<file path="src/mahd_pkg.sv">
// shared types, constants and lookup tables for the mpeg audio header decoder
package mahd_pkg;

    localparam int KBPS_W      = 9;
    localparam int FS_W        = 16;
    localparam int LEN_W       = 12;
    localparam int COEF_W      = 13;
    localparam int NUMER_W     = 20;
    localparam int RECIP_W     = 27;
    localparam int RECIP_SHIFT = 29;

    localparam logic [10:0] SYNC_ALL_ONES = 11'h7FF;

    localparam logic [1:0] VER_MPEG25   = 2'd0;
    localparam logic [1:0] VER_RESERVED = 2'd1;
    localparam logic [1:0] VER_MPEG2    = 2'd2;
    localparam logic [1:0] VER_MPEG1    = 2'd3;

    localparam logic [1:0] LAYER_RESERVED = 2'd0;
    localparam logic [1:0] LAYER_III      = 2'd1;
    localparam logic [1:0] LAYER_II       = 2'd2;
    localparam logic [1:0] LAYER_I        = 2'd3;

    localparam logic [1:0] SRATE_44K1     = 2'd0;
    localparam logic [1:0] SRATE_48K      = 2'd1;
    localparam logic [1:0] SRATE_32K      = 2'd2;
    localparam logic [1:0] SRATE_RESERVED = 2'd3;

    localparam logic [3:0] BIDX_FREE = 4'd0;
    localparam logic [3:0] BIDX_BAD  = 4'd15;

    localparam logic [KBPS_W-1:0] BR_V1_L1 [16] = '{
        9'd0, 9'd32, 9'd64, 9'd96, 9'd128, 9'd160, 9'd192, 9'd224,
        9'd256, 9'd288, 9'd320, 9'd352, 9'd384, 9'd416, 9'd448, 9'd0};
    localparam logic [KBPS_W-1:0] BR_V1_L2 [16] = '{
        9'd0, 9'd32, 9'd48, 9'd56, 9'd64, 9'd80, 9'd96, 9'd112,
        9'd128, 9'd160, 9'd192, 9'd224, 9'd256, 9'd320, 9'd384, 9'd0};
    localparam logic [KBPS_W-1:0] BR_V1_L3 [16] = '{
        9'd0, 9'd32, 9'd40, 9'd48, 9'd56, 9'd64, 9'd80, 9'd96,
        9'd112, 9'd128, 9'd160, 9'd192, 9'd224, 9'd256, 9'd320, 9'd0};
    localparam logic [KBPS_W-1:0] BR_V2_L1 [16] = '{
        9'd0, 9'd32, 9'd48, 9'd56, 9'd64, 9'd80, 9'd96, 9'd112,
        9'd128, 9'd144, 9'd160, 9'd176, 9'd192, 9'd224, 9'd256, 9'd0};
    localparam logic [KBPS_W-1:0] BR_V2_L23 [16] = '{
        9'd0, 9'd8, 9'd16, 9'd24, 9'd32, 9'd40, 9'd48, 9'd56,
        9'd64, 9'd80, 9'd96, 9'd112, 9'd128, 9'd144, 9'd160, 9'd0};

    typedef enum logic [2:0] {
        DIV_8,
        DIV_12,
        DIV_16,
        DIV_24,
        DIV_32,
        DIV_48,
        DIV_441
    } div_sel_t;

    typedef struct packed {
        logic [1:0] version_id;
        logic [1:0] layer_id;
        logic       protection_bit;
        logic       padding_bit;
        logic [1:0] channel_mode;
        logic [1:0] mode_extension;
        logic [1:0] emphasis;
        logic [2:0] misc_flags;
    } hdr_fields_t;

    typedef struct packed {
        logic              ok;
        logic              layer_one;
        logic [KBPS_W-1:0] kbps;
        logic [FS_W-1:0]   fs;
    } rate_info_t;

    function automatic logic [KBPS_W-1:0] kbps_lookup(
        input logic [1:0] ver,
        input logic [1:0] lay,
        input logic [3:0] idx
    );
        logic [KBPS_W-1:0] kbps;
        kbps = '0;
        if (ver == VER_MPEG1)
        begin
            unique case (lay)
                LAYER_I:   kbps = BR_V1_L1[idx];
                LAYER_II:  kbps = BR_V1_L2[idx];
                LAYER_III: kbps = BR_V1_L3[idx];
                default:   kbps = '0;
            endcase
        end
        else
        begin
            unique case (lay) inside
                LAYER_I:             kbps = BR_V2_L1[idx];
                LAYER_II, LAYER_III: kbps = BR_V2_L23[idx];
                default:             kbps = '0;
            endcase
        end
        return kbps;
    endfunction

    function automatic logic [FS_W-1:0] fs_lookup(
        input logic [1:0] ver,
        input logic [1:0] sidx
    );
        logic [FS_W-1:0] fs;
        fs = '0;
        unique case (ver)
            VER_MPEG1:
            begin
                unique case (sidx)
                    SRATE_44K1: fs = 16'd44100;
                    SRATE_48K:  fs = 16'd48000;
                    SRATE_32K:  fs = 16'd32000;
                    default:    fs = '0;
                endcase
            end
            VER_MPEG2:
            begin
                unique case (sidx)
                    SRATE_44K1: fs = 16'd22050;
                    SRATE_48K:  fs = 16'd24000;
                    SRATE_32K:  fs = 16'd16000;
                    default:    fs = '0;
                endcase
            end
            VER_MPEG25:
            begin
                unique case (sidx)
                    SRATE_44K1: fs = 16'd11025;
                    SRATE_48K:  fs = 16'd12000;
                    SRATE_32K:  fs = 16'd8000;
                    default:    fs = '0;
                endcase
            end
            default: fs = '0;
        endcase
        return fs;
    endfunction

    // ceil(2**RECIP_SHIFT / d), exact quotient for numerators below 2**NUMER_W
    function automatic logic [RECIP_W-1:0] recip_of(input div_sel_t sel);
        logic [RECIP_W-1:0] r;
        unique case (sel)
            DIV_8:   r = 27'd67108864;
            DIV_12:  r = 27'd44739243;
            DIV_16:  r = 27'd33554432;
            DIV_24:  r = 27'd22369622;
            DIV_32:  r = 27'd16777216;
            DIV_48:  r = 27'd11184811;
            DIV_441: r = 27'd1217395;
            default: r = '0;
        endcase
        return r;
    endfunction

endpackage

</file>
<file path="src/mahd_decode.sv">
// stage 1: field unpack, header checks, table lookups and divider setup
module mahd_decode (
    input  logic                       clk,
    input  logic                       rst_n,
    input  logic                       in_valid,
    input  logic [31:0]                header_word,
    output logic                       out_valid,
    output mahd_pkg::hdr_fields_t      out_fields,
    output mahd_pkg::rate_info_t       out_info,
    output logic [mahd_pkg::COEF_W-1:0] out_coef,
    output mahd_pkg::div_sel_t         out_div
);
    import mahd_pkg::*;

    logic [10:0] sync;
    logic [1:0]  ver;
    logic [1:0]  lay;
    logic [3:0]  bidx;
    logic [1:0]  sidx;
    logic [7:0]  base;
    logic [5:0]  mult;

    logic          valid_reg;
    hdr_fields_t   fields_reg, fields_next;
    rate_info_t    info_reg, info_next;
    logic [COEF_W-1:0] coef_reg, coef_next;
    div_sel_t      div_reg, div_next;

    always_comb
    begin
        sync = header_word[31:21];
        ver  = header_word[20:19];
        lay  = header_word[18:17];
        bidx = header_word[15:12];
        sidx = header_word[11:10];

        fields_next.version_id     = ver;
        fields_next.layer_id       = lay;
        fields_next.protection_bit = header_word[16];
        fields_next.padding_bit    = header_word[9];
        fields_next.channel_mode   = header_word[7:6];
        fields_next.mode_extension = header_word[5:4];
        fields_next.emphasis       = header_word[1:0];
        fields_next.misc_flags     = {header_word[8], header_word[3], header_word[2]};

        info_next.ok = (sync == SYNC_ALL_ONES) && (ver != VER_RESERVED)
                    && (lay != LAYER_RESERVED) && (bidx != BIDX_FREE)
                    && (bidx != BIDX_BAD) && (sidx != SRATE_RESERVED);
        info_next.layer_one = (lay == LAYER_I);
        info_next.kbps      = kbps_lookup(ver, lay, bidx);
        info_next.fs        = fs_lookup(ver, sidx);

        // slot coefficient
        if (lay == LAYER_I)
            base = 8'd12;
        else if (lay == LAYER_II || ver == VER_MPEG1)
            base = 8'd144;
        else
            base = 8'd72;

        // 44.1 kHz family divides by 441 after scaling up
        mult = 6'd1;
        div_next = DIV_441;
        unique case (sidx)
            SRATE_44K1:
            begin
                div_next = DIV_441;
                if (ver == VER_MPEG1)
                    mult = 6'd10;
                else if (ver == VER_MPEG2)
                    mult = 6'd20;
                else
                    mult = 6'd40;
            end
            SRATE_48K:
            begin
                if (ver == VER_MPEG1)
                    div_next = DIV_48;
                else if (ver == VER_MPEG2)
                    div_next = DIV_24;
                else
                    div_next = DIV_12;
            end
            SRATE_32K:
            begin
                if (ver == VER_MPEG1)
                    div_next = DIV_32;
                else if (ver == VER_MPEG2)
                    div_next = DIV_16;
                else
                    div_next = DIV_8;
            end
            default: div_next = DIV_441;
        endcase

        coef_next = COEF_W'(base) * COEF_W'(mult);
    end

    always_ff @(posedge clk or negedge rst_n)
    begin
        if (!rst_n)
            valid_reg <= 1'b0;
        else
            valid_reg <= in_valid;
    end

    always_ff @(posedge clk)
    begin
        fields_reg <= fields_next;
        info_reg   <= info_next;
        coef_reg   <= coef_next;
        div_reg    <= div_next;
    end

    assign out_valid  = valid_reg;
    assign out_fields = fields_reg;
    assign out_info   = info_reg;
    assign out_coef   = coef_reg;
    assign out_div    = div_reg;

endmodule

</file>
<file path="src/mahd_scale.sv">
// stage 2: numerator multiply, coefficient times bitrate
module mahd_scale (
    input  logic                         clk,
    input  logic                         rst_n,
    input  logic                         in_valid,
    input  mahd_pkg::hdr_fields_t        in_fields,
    input  mahd_pkg::rate_info_t         in_info,
    input  logic [mahd_pkg::COEF_W-1:0]  in_coef,
    input  mahd_pkg::div_sel_t           in_div,
    output logic                         out_valid,
    output mahd_pkg::hdr_fields_t        out_fields,
    output mahd_pkg::rate_info_t         out_info,
    output logic [mahd_pkg::NUMER_W-1:0] out_numer,
    output mahd_pkg::div_sel_t           out_div
);
    import mahd_pkg::*;

    localparam int PROD_W = COEF_W + KBPS_W;

    logic [PROD_W-1:0]  prod;
    logic               valid_reg;
    hdr_fields_t        fields_reg;
    rate_info_t         info_reg;
    logic [NUMER_W-1:0] numer_reg, numer_next;
    div_sel_t           div_reg;

    always_comb
    begin
        prod       = PROD_W'(in_coef) * PROD_W'(in_info.kbps);
        numer_next = prod[NUMER_W-1:0];
    end

    always_ff @(posedge clk or negedge rst_n)
    begin
        if (!rst_n)
            valid_reg <= 1'b0;
        else
            valid_reg <= in_valid;
    end

    always_ff @(posedge clk)
    begin
        fields_reg <= in_fields;
        info_reg   <= in_info;
        numer_reg  <= numer_next;
        div_reg    <= in_div;
    end

    assign out_valid  = valid_reg;
    assign out_fields = fields_reg;
    assign out_info   = info_reg;
    assign out_numer  = numer_reg;
    assign out_div    = div_reg;

endmodule

</file>
<file path="src/mahd_recip.sv">
// stage 3: division by the sample-rate divisor through a reciprocal multiply
module mahd_recip (
    input  logic                         clk,
    input  logic                         rst_n,
    input  logic                         in_valid,
    input  mahd_pkg::hdr_fields_t        in_fields,
    input  mahd_pkg::rate_info_t         in_info,
    input  logic [mahd_pkg::NUMER_W-1:0] in_numer,
    input  mahd_pkg::div_sel_t           in_div,
    output logic                         out_valid,
    output mahd_pkg::hdr_fields_t        out_fields,
    output mahd_pkg::rate_info_t         out_info,
    output logic [mahd_pkg::LEN_W-1:0]   out_quot
);
    import mahd_pkg::*;

    localparam int PROD_W = NUMER_W + RECIP_W;

    logic [PROD_W-1:0] prod;
    logic              valid_reg;
    hdr_fields_t       fields_reg;
    rate_info_t        info_reg;
    logic [LEN_W-1:0]  quot_reg, quot_next;

    always_comb
    begin
        prod      = PROD_W'(in_numer) * PROD_W'(recip_of(in_div));
        quot_next = prod[RECIP_SHIFT+LEN_W-1:RECIP_SHIFT];
    end

    always_ff @(posedge clk or negedge rst_n)
    begin
        if (!rst_n)
            valid_reg <= 1'b0;
        else
            valid_reg <= in_valid;
    end

    always_ff @(posedge clk)
    begin
        fields_reg <= in_fields;
        info_reg   <= in_info;
        quot_reg   <= quot_next;
    end

    assign out_valid  = valid_reg;
    assign out_fields = fields_reg;
    assign out_info   = info_reg;
    assign out_quot   = quot_reg;

endmodule

</file>
<file path="src/mpeg_audio_header_decoder.sv">
// top level: four-stage mpeg audio frame header decoder with registered results
// One 32-bit header word is taken on every cycle that start is high; busy is
// always low. Each result appears on the result ports for one cycle, marked by
// done, in transfer order.
// The four stages are field decode with table lookup, the bitrate multiply,
// the reciprocal multiply that divides by the sample rate, and the padding and
// final check. Invalid headers give valid_res low with zero bitrate, rate and
// length; the raw fields are still passed through. The receiver cannot stall.
module mpeg_audio_header_decoder (
    input  logic        clk,
    input  logic        rst_n,
    input  logic        start,
    output logic        busy,
    input  logic [31:0] header_word,
    output logic        done,
    output logic        valid_res,
    output logic [1:0]  version_id,
    output logic [1:0]  layer_id,
    output logic        protection_bit,
    output logic [8:0]  bitrate_kbps,
    output logic [15:0] sample_rate_hz,
    output logic [11:0] frame_length_bytes,
    output logic        padding_bit,
    output logic [1:0]  channel_mode,
    output logic [1:0]  mode_extension,
    output logic [1:0]  emphasis,
    output logic [2:0]  misc_flags
);
    import mahd_pkg::*;

    logic               s1_valid;
    hdr_fields_t        s1_fields;
    rate_info_t         s1_info;
    logic [COEF_W-1:0]  s1_coef;
    div_sel_t           s1_div;

    logic               s2_valid;
    hdr_fields_t        s2_fields;
    rate_info_t         s2_info;
    logic [NUMER_W-1:0] s2_numer;
    div_sel_t           s2_div;

    logic               s3_valid;
    hdr_fields_t        s3_fields;
    rate_info_t         s3_info;
    logic [LEN_W-1:0]   s3_quot;

    logic [LEN_W-1:0]   len_pad;
    logic [LEN_W-1:0]   len_next;
    logic               ok_next;

    logic               done_reg;
    logic               ok_reg;
    hdr_fields_t        fields_reg;
    logic [KBPS_W-1:0]  kbps_reg, kbps_next;
    logic [FS_W-1:0]    fs_reg, fs_next;
    logic [LEN_W-1:0]   len_reg;

    assign busy = 1'b0;

    mahd_decode u_decode (
        .clk         (clk),
        .rst_n       (rst_n),
        .in_valid    (start && !busy),
        .header_word (header_word),
        .out_valid   (s1_valid),
        .out_fields  (s1_fields),
        .out_info    (s1_info),
        .out_coef    (s1_coef),
        .out_div     (s1_div)
    );

    mahd_scale u_scale (
        .clk        (clk),
        .rst_n      (rst_n),
        .in_valid   (s1_valid),
        .in_fields  (s1_fields),
        .in_info    (s1_info),
        .in_coef    (s1_coef),
        .in_div     (s1_div),
        .out_valid  (s2_valid),
        .out_fields (s2_fields),
        .out_info   (s2_info),
        .out_numer  (s2_numer),
        .out_div    (s2_div)
    );

    mahd_recip u_recip (
        .clk        (clk),
        .rst_n      (rst_n),
        .in_valid   (s2_valid),
        .in_fields  (s2_fields),
        .in_info    (s2_info),
        .in_numer   (s2_numer),
        .in_div     (s2_div),
        .out_valid  (s3_valid),
        .out_fields (s3_fields),
        .out_info   (s3_info),
        .out_quot   (s3_quot)
    );

    always_comb
    begin
        len_pad = s3_quot + LEN_W'(s3_fields.padding_bit);
        // layer I counts four-byte slots
        if (s3_info.layer_one)
            len_next = {len_pad[LEN_W-3:0], 2'b00};
        else
            len_next = len_pad;
        ok_next = s3_info.ok && (s3_info.kbps != '0) && (s3_info.fs != '0)
               && (len_next != '0);
        if (!ok_next)
        begin
            len_next  = '0;
            kbps_next = '0;
            fs_next   = '0;
        end
        else
        begin
            kbps_next = s3_info.kbps;
            fs_next   = s3_info.fs;
        end
    end

    always_ff @(posedge clk or negedge rst_n)
    begin
        if (!rst_n)
            done_reg <= 1'b0;
        else
            done_reg <= s3_valid;
    end

    always_ff @(posedge clk)
    begin
        ok_reg     <= ok_next;
        fields_reg <= s3_fields;
        kbps_reg   <= kbps_next;
        fs_reg     <= fs_next;
        len_reg    <= len_next;
    end

    assign done               = done_reg;
    assign valid_res          = ok_reg;
    assign version_id         = fields_reg.version_id;
    assign layer_id           = fields_reg.layer_id;
    assign protection_bit     = fields_reg.protection_bit;
    assign bitrate_kbps       = kbps_reg;
    assign sample_rate_hz     = fs_reg;
    assign frame_length_bytes = len_reg;
    assign padding_bit        = fields_reg.padding_bit;
    assign channel_mode       = fields_reg.channel_mode;
    assign mode_extension     = fields_reg.mode_extension;
    assign emphasis           = fields_reg.emphasis;
    assign misc_flags         = fields_reg.misc_flags;

    a_invalid_zero: assert property (@(posedge clk) disable iff (!rst_n)
        done && !valid_res |-> bitrate_kbps == '0 && sample_rate_hz == '0
                               && frame_length_bytes == '0)
        else $error("invalid header result carries nonzero rate or length");

    a_valid_nonzero: assert property (@(posedge clk) disable iff (!rst_n)
        done && valid_res |-> frame_length_bytes != '0 && sample_rate_hz != '0
                              && bitrate_kbps != '0)
        else $error("valid header result with zero rate or length");

    a_valid_codes: assert property (@(posedge clk) disable iff (!rst_n)
        done && valid_res |-> version_id != VER_RESERVED
                              && layer_id != LAYER_RESERVED)
        else $error("reserved version or layer reported valid");

endmodule

</file>
<file path="config.mk">
export PLATFORM = sky130hd
export DESIGN_NAME = mpeg_audio_header_decoder
export DESIGN_NICKNAME = d
export VERILOG_FILES = /design/src/mahd_pkg.sv /design/src/mahd_decode.sv /design/src/mahd_scale.sv /design/src/mahd_recip.sv /design/src/mpeg_audio_header_decoder.sv
export SDC_FILE = /design/constraint.sdc
export NUM_CORES = 1
export LEC_CHECK = 0
export BUFFER_PORTS_ARGS = -buffer_cell sky130_fd_sc_hd__buf_2
export CORE_MARGIN = 10
export CORE_UTILIZATION = 57
export DETAILED_ROUTE_END_ITERATION = 10
export PLACE_DENSITY = 0.78
export SYNTH_ARGS = -nofsm -noshare
export SYNTH_HDL_FRONTEND = slang
export SYNTH_SLANG_ARGS = --single-unit
</file>
<file path="constraint.sdc">
create_clock -name clk -period 6.3 [get_ports clk]
set_input_delay 0.315 -clock clk [delete_from_list [all_inputs] [get_ports clk]]
set_output_delay 0.315 -clock clk [all_outputs]
set_load 0.01 [all_outputs]
</file>
==> key figures <==
Route
  – 1st-pass router iterations: 7
  – Via count: 12593
  – Final ANT Viol Nets: 0
  – Drt initial violations: 839
  – DR vias/cell: 5.322
  – DRC viols: 0
  – DRT Wirelength: approximately 46 mm
  – Drt wl/cell: 19.40 um

Power
  – Leakage: ~12 nW
  – Pwr Density: ~260 nW/um^2
  – Total Power: approximately 5.4 mW
  – Max IR drop VDD: ~0.27 mV

Timing
  – Final setup skew: 15.32 ps
  – Fmax: approximately 160 MHz
  – Setup-failing EPs final: 0
  – RSZ-0062 raised after global routing: true
  – Min Hold Slack: 84.28 ps
  – Hold Vio Cnt, Final: 0
  – Fin crit share: 0.9983
  – Slew @ Worst Pin: 848.6 ps
  – Post-layout min period: ~6300 ps
  – Pins over their slew limit: 0
  – Slew Limit Headroom: 0.4342

Setup path
  – Kind of start point of the critical path: flop
  – Cell family with the largest share of critical-path delay: adder cells
  – Critical Setup Path Class: reg -> reg
  – Worst path slowest cell: fa_1
  – Req. time, crit path: approximately 6700 ps
  – Worst Path Arrival: 6660 ps
  – Worst path max stage delay: 560 ps
  – Crit. End Element: flop
  – Buf/Inv on CP: 7
  – CP dominant cell by count: fa_1
  – CP Max Fanout: 8

Clock tree
  – Worst-case clock buffer depth: 3
  – CTS H-tree lvls: 1
  – CTS root buffer: clkbuf_16
  – Clk sinks: 207
  – Clock Latency Late Sink: approximately 500 ps
  – CTS tree: done
  – Number of CTS-inserted buffers: 19
  – Clock transition at path regs: 70 ps

Floorplan
  – Die H: 198.0 um
  – Core Area: 31390 um^2
  – Die X: 198.0 um
  – Row count: 65
  – Die footprint: roughly 39000 um^2
  – Io pins: 90
  – Initial core utilization: 0.5750

Global routing
  – Remaining global-route overflow: 0
  – Largest net degree at the start of global routing: 33
  – Tot GR Track Use: 0.2392
  – Vias in the first global route: roughly 14000
  – First-pass GRT wire length: between 70 and 80 mm
  – Initial antenna violation count: 0

Outcome
  – Status: finished clean

Layout
  – Commonest non-fill, non-tap cell in the layout: inv_1
  – Final Cell Area: 21100 um^2
  – Commonest non-fill, non-tap cells in the layout: inv_1 (339), fa_1 (311), dfxtp_1 (200)
  – Ratio of cells with drive above 1 in the final layout: 0.1848
  – Post-layout util: 0.6722
  – Nets@finish: 2508
  – Ant. Diodes: 0
  – Synth-to-Final Area Change: 16.91%

Synth
  – Yosys Warn Count: 0
  – Mapped Cells: 1714
  – Most area-consuming cells after synthesis: fa_1 (35%), dfxtp_1 (23%), ha_1 (14%), inv_1 (7.4%), and2_1 (3.3%)
  – Avg Cell Area, Syn: 10.53 um^2
  – Number of synthesized flops with an enable pin: 0
  – Yosys top cell by area: fa_1
  – #FFs+latches synth: 207
  – Yosys top cell area share: 0.3538
  – Main synth FF type: dfxtp_1
  – Mapped Area: 18050 um^2
  – Sequential area share after synthesis: 0.2307
  – Asr flop ratio synth: 0.01932
  – Unique masters post-synth: 65

Placed design
  – Area after DPL: 19940 um^2
  – Dpl hpwl: roughly 38 mm
  – PortBufs: 84
  – Final Wtd Congestion: 0.9959

Job
  – Max cap viols: 0

Min path
  – Hold/Removal Path Class: in -> reg
metrics by stage:
stage,std cells,worst slack (ps),TNS [ps]
2_1_floorplan,1719,8.194,0
3_3_place_gp,2311,-290.1,-2337
3_5_place_dp,2311,-388.8,-3325
4_1_cts,2366,0.6413,0
5_1_grt,2366,-218.9,-1604
6_report,2366,10.61,0
per-layer routing:
layer	global-route usage	part of all wire
met5	0	0
met3	0.03667	0.054
met2	0.4262	0.51
met4	0.07688	0.035
met1	0.2904	0.40
synth_stat cells, types with 5 or more instances:
cell	n
a211oi_1	6
a21o_1	15
a21oi_1	47
a221oi_1	9
and2_1	95
and3_1	10
buf_4	9
clkbuf_1	31
dfxtp_1	203
fa_1	319
ha_1	201
inv_1	354
nand2_1	153
nand2b_1	5
nand3_1	12
nand4_1	6
nor2_1	48
nor2b_1	10
nor3_1	10
nor4_1	6
o21ai_0	27
o21bai_1	7
xnor2_1	40
xor2_1	19
cell families after synthesis:
group / after synthesis / share of synthesized area
flops: 207 / 0.2307
xor+xnor: 59 / 0.02863
mux: 6 / 0.003466
compound gates: 149 / 0.05657
other cells: 1 / 0.0002078
fa+ha+maj: 520 / 0.4931
simple gates: 370 / 0.1016
buf+inv: 402 / 0.08575
what timing repair did:
item,in CTS,in global routing
hold buffers,15,0
endpoints found under the hold margin,18,0
pin swaps,51,3
setup buffers,7,0
resized for setup,75,31
cloned,1,0
setup endpoints to repair,12,12
cell type report:
type                       count  area (um^2)
sequential                   207         4173
fill                        2346        10290
multi-input combinational   1110        12640
clock buffer                  25        538.0
clock inverter                 7        78.83
tap                          402        503.0
timing repair buffer         261         1837
inverter                     354         1333
path summary, 6_finish.rpt:
kind	slack [ps]	end	startpoint	cells past startpoint
worst min-delay path	80	u_decode.out_fields[13]	header_word[19]	1
worst min register to register	320	u_scale.out_info[15]	u_decode.out_info[15]	0
worst max-delay path	10	u_recip.out_quot[8]	u_scale.out_div[1]	26
max in group asynchronous	6010	u_recip.out_valid	rst_n	2
worst max register to register	10	u_recip.out_quot[8]	u_scale.out_div[1]	26
min in group asynchronous	170	done	rst_n	2
power by group:
group          switching, mW  internal, mW  leakage (nW)  total (mW)
clock network          0.494         0.647         0.293        1.14
logic                   1.49          1.22          9.55        2.71
registers              0.150          1.43          1.73        1.58
total                   2.14          3.30          11.6        5.44
Power figures use the tool's default switching activity.
